**config.mk**
```make
export PLATFORM = sky130hd
export DESIGN_NAME = pli_cell
export DESIGN_NICKNAME = d
export VERILOG_FILES = /design/src/hw/rtl/positional_list_insert_erase_macros.svh /design/src/hw/rtl/pli_pkg.sv /design/src/hw/rtl/pli_cell.sv
export SDC_FILE = /design/constraint.sdc
export NUM_CORES = 1
export LEC_CHECK = 0
export ABC_AREA = 1
export BUFFER_PORTS_ARGS = -buffer_cell sky130_fd_sc_hd__buf_2
export CORE_UTILIZATION = 35
export CTS_BUF_LIST = sky130_fd_sc_hd__clkbuf_4
export CTS_CLUSTER_DIAMETER = 80
export DETAILED_ROUTE_END_ITERATION = 16
export GPL_ROUTABILITY_DRIVEN = 1
export PLACE_DENSITY = 0.85
export SLEW_MARGIN = 25
export SYNTH_ARGS = -nofsm -noshare
export SYNTH_HDL_FRONTEND = slang
export SYNTH_SLANG_ARGS = --single-unit
```
**constraint.sdc**
```tcl
create_clock -name clk -period 3 [get_ports clk]
set_input_delay 0.3 -clock clk [delete_from_list [all_inputs] [get_ports clk]]
set_output_delay 0.3 -clock clk [all_outputs]
set_load 0.005 [all_outputs]
```
**src/hw/rtl/positional_list_insert_erase_macros.svh**
```systemverilog
// ---------------------------------------------------------------------------
// Assertion macros for the positional list block
// Shared concurrent-assertion wrappers, clocked on clk, reset by rst_n.
// ---------------------------------------------------------------------------
`ifndef POSITIONAL_LIST_INSERT_ERASE_MACROS_SVH
`define POSITIONAL_LIST_INSERT_ERASE_MACROS_SVH

// Same-cycle implication.
`define PLI_ASSERT_IMP(label, ante, cons, msg) \
    label: assert property (@(posedge clk) disable iff (!rst_n) (ante) |-> (cons)) \
        else $error(msg);

// Next-cycle implication.
`define PLI_ASSERT_NEXT(label, ante, cons, msg) \
    label: assert property (@(posedge clk) disable iff (!rst_n) (ante) |=> (cons)) \
        else $error(msg);

`endif

```
**src/hw/rtl/pli_pkg.sv**
```systemverilog
// ---------------------------------------------------------------------------
// pli_pkg
// Types and constants shared by the positional list cell row and its top.
// ---------------------------------------------------------------------------
`default_nettype none

package pli_pkg;

    localparam int DEF_CAPACITY = 64;

    localparam int KIND_W    = 2;
    localparam int POS_W     = 6;
    localparam int VAL_W     = 32;
    localparam int CNT_OUT_W = 7;
    localparam int S_DATA_W  = 40;
    localparam int M_DATA_W  = 40;

    typedef enum logic [KIND_W-1:0] {
        KIND_INSERT = 2'd0,
        KIND_ERASE  = 2'd1,
        KIND_READ   = 2'd2
    } kind_t;

    typedef enum logic [1:0] {
        OP_HOLD   = 2'd0,
        OP_INSERT = 2'd1,
        OP_ERASE  = 2'd2
    } op_t;

    // broadcast to every cell each cycle
    typedef struct packed {
        op_t              op;
        logic [POS_W-1:0] pos;
        logic [VAL_W-1:0] value;
    } pli_cmd_t;

endpackage

`default_nettype wire

```
**src/hw/rtl/pli_cell.sv**
```systemverilog
// ---------------------------------------------------------------------------
// pli_cell
// One list slot: holds, takes its left or right neighbor, or loads the new
// word, as the broadcast command and its own index decide.
// ---------------------------------------------------------------------------
`default_nettype none

module pli_cell
    import pli_pkg::*;
#(
    parameter int CAPACITY = DEF_CAPACITY,
    parameter int INDEX    = 0
)
(
    input  wire logic             clk,
    input  wire pli_cmd_t         cmd,
    input  wire logic [VAL_W-1:0] left_word,
    input  wire logic [VAL_W-1:0] right_word,
    output logic      [VAL_W-1:0] word,
    output logic      [VAL_W-1:0] rd_word
);

    localparam int IDX_W = $clog2(CAPACITY);
    localparam int CMP_W = (IDX_W > POS_W) ? IDX_W : POS_W;
    localparam logic [CMP_W-1:0] MY_IDX = CMP_W'(INDEX);

    logic [VAL_W-1:0] word_reg;
    logic [VAL_W-1:0] word_next;
    logic [CMP_W-1:0] pos_ext;
    logic             hit;

    assign pos_ext = CMP_W'(cmd.pos);
    assign hit     = (MY_IDX == pos_ext);

    always_comb
    begin
        word_next = word_reg;
        case (cmd.op)
            OP_INSERT:
            begin
                if (hit)
                begin
                    word_next = cmd.value;
                end
                else if (MY_IDX > pos_ext)
                begin
                    word_next = left_word;
                end
            end
            OP_ERASE:
            begin
                if (MY_IDX >= pos_ext)
                begin
                    word_next = right_word;
                end
            end
            default:
            begin
                word_next = word_reg;
            end
        endcase
    end

    always_ff @(posedge clk)
    begin
        word_reg <= word_next;
    end

    assign word    = word_reg;
    assign rd_word = hit ? word_reg : '0;

endmodule

`default_nettype wire

```
==> results of run 1 <==
-- area by class of cell --
| type | count | area [µm²] |
|---|---|---|
| multi-input cells | 199 | 896 |
| repair buffers | 175 | 893 |
| clock buffers | 5 | 37.5 |
| clock inverters | 3 | 42.5 |
| inverters | 98 | 368 |
| fillers | 660 | 3090 |
| flip-flops and latches | 32 | 961 |
| well taps | 77 | 96.3 |
-- through the flow --
stage	setup slack, ps	cell area [µm²]	hold WS [ps]	total power (W)	util, %
floorplan	195	2320	486	0.000607	-
global placement	931	3210	582	0.000701	50.3
global route	1180	3290	211	0.00108	51.6
CTS	1230	3290	209	0.00104	51.6
detailed placement	867	3210	579	0.000705	50.3
finish	1250	3290	225	0.00102	51.6
-- critical path, delay by kind of cell --
kind / cells / cell delay (ps)
AO/OA/AOI/OAI: 1 / 720
buffers and inverters: 3 / 630
AND/OR/NAND/NOR: 1 / 130
-- cell usage in the layout (no fill, tap or decap), drive strengths merged --
cell	instances
a21oi	1
buf	175
bufinv	1
clkbuf	5
clkinv	1
clkinvlp	1
edfxtp	32
inv	98
nand2	97
nand3	33
nand4	32
nor2	36
-- kinds of logic after synthesis --
kind of cell    count (synthesis)
compound gates                  1
buf+inv                       120
flops                          32
simple gates                  198
-- where the power goes --
part	switching, W	total [W]	internal, W
Combinational	0.000106	0.000194	0.0000876
Sequential	0.00000142	0.000500	0.000499
Clock	0.000157	0.000330	0.000174
Total	0.000264	0.00102	0.000760
-- how the worst min path moves through the flow --
stage                               from       end  depth (start not counted)
final                     right_word[27]  word[27]                          3
after detailed placement  right_word[31]  word[31]                          3
after global routing      right_word[31]  word[31]                          3
after CTS                 right_word[19]  word[19]                          3
after floorplan            right_word[0]   word[0]                          2
after global placement    right_word[17]  word[17]                          3
-- routing by layer --
metal  share of wire, %  routed length [µm]  vias to the layer above
met4                1.8                 121                        0
li1                   -                   -                     1388
met2                 51                3520                      129
met5                  0                   0                        -
met1                 41                2820                     1238
met3                6.4                 442                       10
==> flow_metrics.py, run 1 <==
metrics = {
    "clock_network": {
        "numCtsBuffers": 5,
        "number_of_sinks_on_the_clock_net": 32,
        "ctsHtreeMaxLevel": 2,
        "cts_hold_repair.buffers": 0,
        "post_cts.repair.setup_buffers": 0,
        "cts_resized": 0,
        "cts_root_buf": "clkbuf_4",
        "clkSlewWorstSetupHoldPaths_ps": 120,
        "cts_tree": "yes",
        "ctsLongestPathBuffers": 2,
    },
    "timing": {
        "finalSetupViolations": 0,
        "setup-tns-final_ps": 0,
        "max-slew-margin-rel_pct": 46.9,
        "timing.final.max_slew_violations": 0,
        "final-hold-violation-count": 0,
        "clock.fmax_mhz": 570,
        "worst_pin_slew_ps": 794,
        "period_share_pct": 58.5,
        "grt_setup_unrepaired": "no",
        "min_period_ps": 1750,
    },
    "logic_synthesis": {
        "synth_sequential_area_ratio_pct": 41.4,
        "asyncSetResetFlopFracSynth_pct": 0,
        "main_combinational_cell_family_by_area_after_synthesis": "simple AND/OR/NAND/NOR gates",
        "syn_inst": 351,
        "synthesis.yosys.warnings": 0,
        "post-synth-top-area-fraction_pct": 41.4,
        "synth-edff-count": 32,
        "yosys-top-cells-area": "edfxtp_1, nand2_1, inv_1",
        "mappedNetlistNets": 456,
        "synth-simple-area-share_pct": 37.7,
        "syn-cell-area_um2": 2320,
        "post_synthesis_cell_type_count": 13,
        "syn-mean-instance-area_um2": 6.62,
        "complex_gate_fraction_of_the_synthesized_area_pct": 0.216,
        "yosysMostFrequentCell": "nand2_1",
        "synth_fa_ha_area_share_pct": 0,
        "synth_area_leader_cell": "edfxtp_1",
        "postSynth.topFlopCell": "edfxtp_1",
        "yosys.area_share.xor_xnor_pct": 0,
        "synth-seq-cells": 32,
        "synth_common_cells": "nand2_1, inv_1, nand3_1",
        "synth.area.mux_share_pct": 0,
    },
    "critical_path": {
        "timing_worst_setup_path_type": "in -> reg",
        "crit_arrival_ps": 1810,
        "critical_path.max_fanout": 33,
        "cp.required_ps": 3060,
        "setup.worst_path.end": "word[19]",
        "cp_max_stage_delay_ps": 720,
        "critPathCaptureType": "register",
        "crit_path_top_delay_cell": "a21oi_4",
        "crit_path_cell_trace": "buf_2 -> nor2_2 -> inv_2 -> a21oi_4 -> buf_4",
        "cp-startpoint": "cmd[38]",
        "cp-start-kind": "input pin",
    },
    "place": {
        "dpl.hpwl_um": 5110,
        "numPortBuffers": 168,
        "cell_total_after_placement": 581,
        "routabilityCongestion": 0.826,
    },
    "floorplanning": {
        "io_pins": 169,
        "die_y_um": 83.5,
        "initial_core_util_pct": 36.4,
        "rows": 29,
        "die-width_um": 83.5,
        "core_area_um2": 6390,
        "die_area_um2": 6960,
    },
    "drt": {
        "drt_iter0_markers": 149,
        "drt-wirelength-per-cell_um": 11.7,
        "route.final.wire_length_um": 6900,
        "drc": 0,
        "first_pass_iters": 4,
        "detailroute.via_count": 2765,
        "ant_nets": 0,
        "avgViaCountPerCell": 4.69,
    },
    "global_route": {
        "global_route_met2_usage_pct": 36.6,
        "first_pass_grt_wire_length_um": 11000,
        "grt_remaining_overflow": 0,
        "grt_pass1_vias": 2505,
        "pin_count_of_the_biggest_net_entering_global_routing": 65,
        "grt_antenna_before_repair": 0,
        "grt.busiest_layer": "met2",
        "grt_usage_pct": 19.7,
        "grt_use_met3_pct": 3.46,
        "met1_usage_pct": 22.4,
    },
    "layout": {
        "layoutNonFillerInstCount": 589,
        "largest_register_ffs": 32,
        "drive_gt1_share_pct": 37.3,
        "finish.net_count": 616,
        "area_growth_syn_to_layout_pct": 41.9,
        "antennaDiodeCount": 0,
    },
    "job": {
        "cap_violations": 0,
    },
    "min_path": {
        "min_path_type": "in -> reg",
    },
    "outcome": {
        "outcome": "finished clean",
    },
    "power": {
        "cellPowerDensity_nw_per_um2": 311,
        "static_leakage_nw": 2.09,
        "largest_voltage_drop_on_the_vdd_net_v": 0.000182,
    },
}
(Power assumes the default switching activity.)
==> run 2, diff against run 1 <==
ABC_AREA = 0   (was 1)
PLACE_DENSITY = 0.88   (was 0.85)
clock period = 1.55 ns   (was 3 ns; I/O delays follow)
==> run 2 against run 1 <==
Net effect:
- global-route usage grew 2.0 points
- count of clock-buffer cells in the layout unchanged
- power up 74%
- non-clock buffer count grew 4
- worst setup slack lost 1200 ps
- first-iteration DRC count up 12%
- sequential cell count is the same
- critical path type is now in -> out
- largest power group unchanged
==> flow_metrics.py, run 2 <==
metrics = {
    "clock_network": {
        "post_cts.repair.setup_buffers": 0,
        "cts_tree": "yes",
        "numCtsBuffers": 5,
        "clkSlewWorstSetupHoldPaths_ps": 110,
        "ctsHtreeMaxLevel": 2,
        "cts_resized": 0,
        "cts_root_buf": "clkbuf_4",
        "number_of_sinks_on_the_clock_net": 32,
        "cts_hold_repair.buffers": 0,
        "ctsLongestPathBuffers": 2,
    },
    "logic_synthesis": {
        "postSynth.topFlopCell": "edfxtp_1",
        "post_synthesis_cell_type_count": 18,
        "synthesis.yosys.warnings": 0,
        "synth_area_leader_cell": "edfxtp_1",
        "main_combinational_cell_family_by_area_after_synthesis": "compound AO/OA/AOI/OAI gates",
        "syn_inst": 224,
        "synth-seq-cells": 32,
        "asyncSetResetFlopFracSynth_pct": 0,
        "synth-simple-area-share_pct": 18.7,
        "post-synth-top-area-fraction_pct": 47.3,
        "synth_fa_ha_area_share_pct": 0,
        "synth_sequential_area_ratio_pct": 47.3,
        "yosys-top-cells-area": "edfxtp_1, a31oi_1, and3_1",
        "syn-cell-area_um2": 2030,
        "mappedNetlistNets": 329,
        "yosys.area_share.xor_xnor_pct": 0.432,
        "synth_common_cells": "nor2_1, a21oi_1, a31oi_1, and3_1, edfxtp_1",
        "syn-mean-instance-area_um2": 9.06,
        "yosysMostFrequentCell": "nor2_1",
        "synth.area.mux_share_pct": 0,
        "complex_gate_fraction_of_the_synthesized_area_pct": 25.6,
        "synth-edff-count": 32,
    },
    "place": {
        "numPortBuffers": 168,
        "placed_cell_area_um2": 2960,
        "dp_worst_setup_slack_ps": -59.5,
        "routabilityCongestion": 0.798,
        "dpl.hpwl_um": 4690,
    },
    "floorplanning": {
        "die-width_um": 78.1,
        "rows": 27,
        "core_area_um2": 5540,
        "die_area_um2": 6110,
        "die_y_um": 78.1,
        "initial_core_util_pct": 36.6,
        "io_pins": 169,
    },
    "timing": {
        "final-hold-violation-count": 0,
        "grt_setup_unrepaired": "no",
        "period_share_pct": 96.1,
        "max-slew-margin-rel_pct": 57.1,
        "timing.final.ws_setup_ps": 61.1,
        "finalSetupViolations": 0,
        "min_period_ps": 1490,
        "clock.fmax_mhz": 672,
        "timing.final.max_slew_violations": 0,
        "worst_pin_slew_ps": 641,
    },
    "global_route": {
        "grt_antenna_before_repair": 0,
        "grt_usage_pct": 21.6,
        "pin_count_of_the_biggest_net_entering_global_routing": 65,
        "grt_pass1_vias": 2211,
        "grt_remaining_overflow": 0,
        "first_pass_grt_wire_length_um": 10300,
    },
    "min_path": {
        "min_delay_path_depth": 3,
        "worstHoldStart": "right_word[7]",
        "min_path_type": "in -> reg",
        "whs_endpoint": "word[7]",
    },
    "critical_path": {
        "critPathCaptureType": "primary output",
        "cp.required_ps": 1390,
        "timing_worst_setup_path_type": "in -> out",
        "cp-start-kind": "input pin",
        "crit_arrival_ps": 1330,
        "critical_path.max_fanout": 64,
    },
    "outcome": {
        "outcome": "finished clean",
    },
    "power": {
        "power_w": 0.00178,
        "cellPowerDensity_nw_per_um2": 594,
        "largest_voltage_drop_on_the_vdd_net_v": 0.000323,
        "static_leakage_nw": 1.50,
    },
    "layout": {
        "largest_register_ffs": 32,
        "area_growth_syn_to_layout_pct": 47.8,
        "multi_input_comb_area_um2": 931,
        "finish.net_count": 491,
        "drive_gt1_share_pct": 49.2,
        "final_cell_area_um2": 3000,
        "antennaDiodeCount": 0,
        "final_common_cell": "buf_2",
        "filler_cell_count": 521,
        "ff_latch_area_um2": 961,
    },
    "drt": {
        "drt_iter0_markers": 167,
        "drc": 0,
        "route.final.wire_length_um": 6740,
        "avgViaCountPerCell": 5.39,
        "ant_nets": 0,
        "first_pass_iters": 5,
        "drt-wirelength-per-cell_um": 14.7,
        "detailroute.via_count": 2470,
    },
    "job": {
        "cap_violations": 0,
    },
}
==> run 2: cell types whose count changed in the layout (fill, tap and decap cells not counted), sizes merged, moves of 4 or more <==
| cell | change |
|---|---|
| a21oi | +31 |
| a31oi | +32 |
| and3 | +32 |
| buf | +4 |
| inv | -98 |
| nand2 | -97 |
| nand3 | -33 |
| nand4 | -32 |
| o21ai | +32 |
==> run 2: cell type report <==
class                           instances  share of cell area, %
Clock buffer                            5                   1.25
Tap cell                               72                   3.00
Multi-Input combinational cell        168                   31.0
Clock inverter                          2                  0.250
Timing Repair Buffer                  179                   32.4
Sequential cell                        32                   32.0
==> run 2: worst max-delay path by stage <==
stage,start,end,slack [ps],cells past startpoint
after CTS,cmd[35],rd_word[9],80,6
after detailed placement,cmd[35],word[6],-60,5
final,cmd[35],rd_word[31],60,6
after floorplan,cmd[35],word[0],-520,3
after global routing,cmd[35],rd_word[21],5,6
after global placement,cmd[35],word[4],10,5
==> run 2: report_power, final <==
group          switching, W  internal [W]
registers        0.00000292      0.000967
logic              0.000195      0.000184
clock network      0.000276      0.000158
total              0.000473       0.00131
==> run 2: per-stage QoR <==
| step | util (%) | setup TNS [ps] | std cells | hold WS [ps] |
|---|---|---|---|---|
| finish | 54.2 | 0 | 458 | 147 |
| global route | 54.2 | 0 | 458 | 129 |
| CTS | 54.2 | 0 | 458 | 129 |
| detailed placement | 53.3 | -601 | 451 | 481 |
| global placement | 53.3 | 0 | 451 | 476 |
| floorplan | - | -16760 | 224 | 385 |
==> run 2: worst max-delay path: stages <==
cell	delay [ps]
buf_2	110
buf_4	130
nor4_4	310
buf_12	270
and3_1	200
buf_2	110
==> run 2: kinds of logic after synthesis <==
logic type / Yosys count
xor+xnor: 1
simple gates: 71
buf+inv: 24
compound gates: 96
flops: 32
==> run 2: metal layers <==
metal | vias up | share of wire, % | global-route usage, %
li1 | 1168 | - | -
met1 | 1109 | 38 | 24.7
met2 | 183 | 51 | 40.2
met3 | 10 | 9.3 | 4.77
met4 | 0 | 1.2 | 6.11
met5 | - | 0 | 0
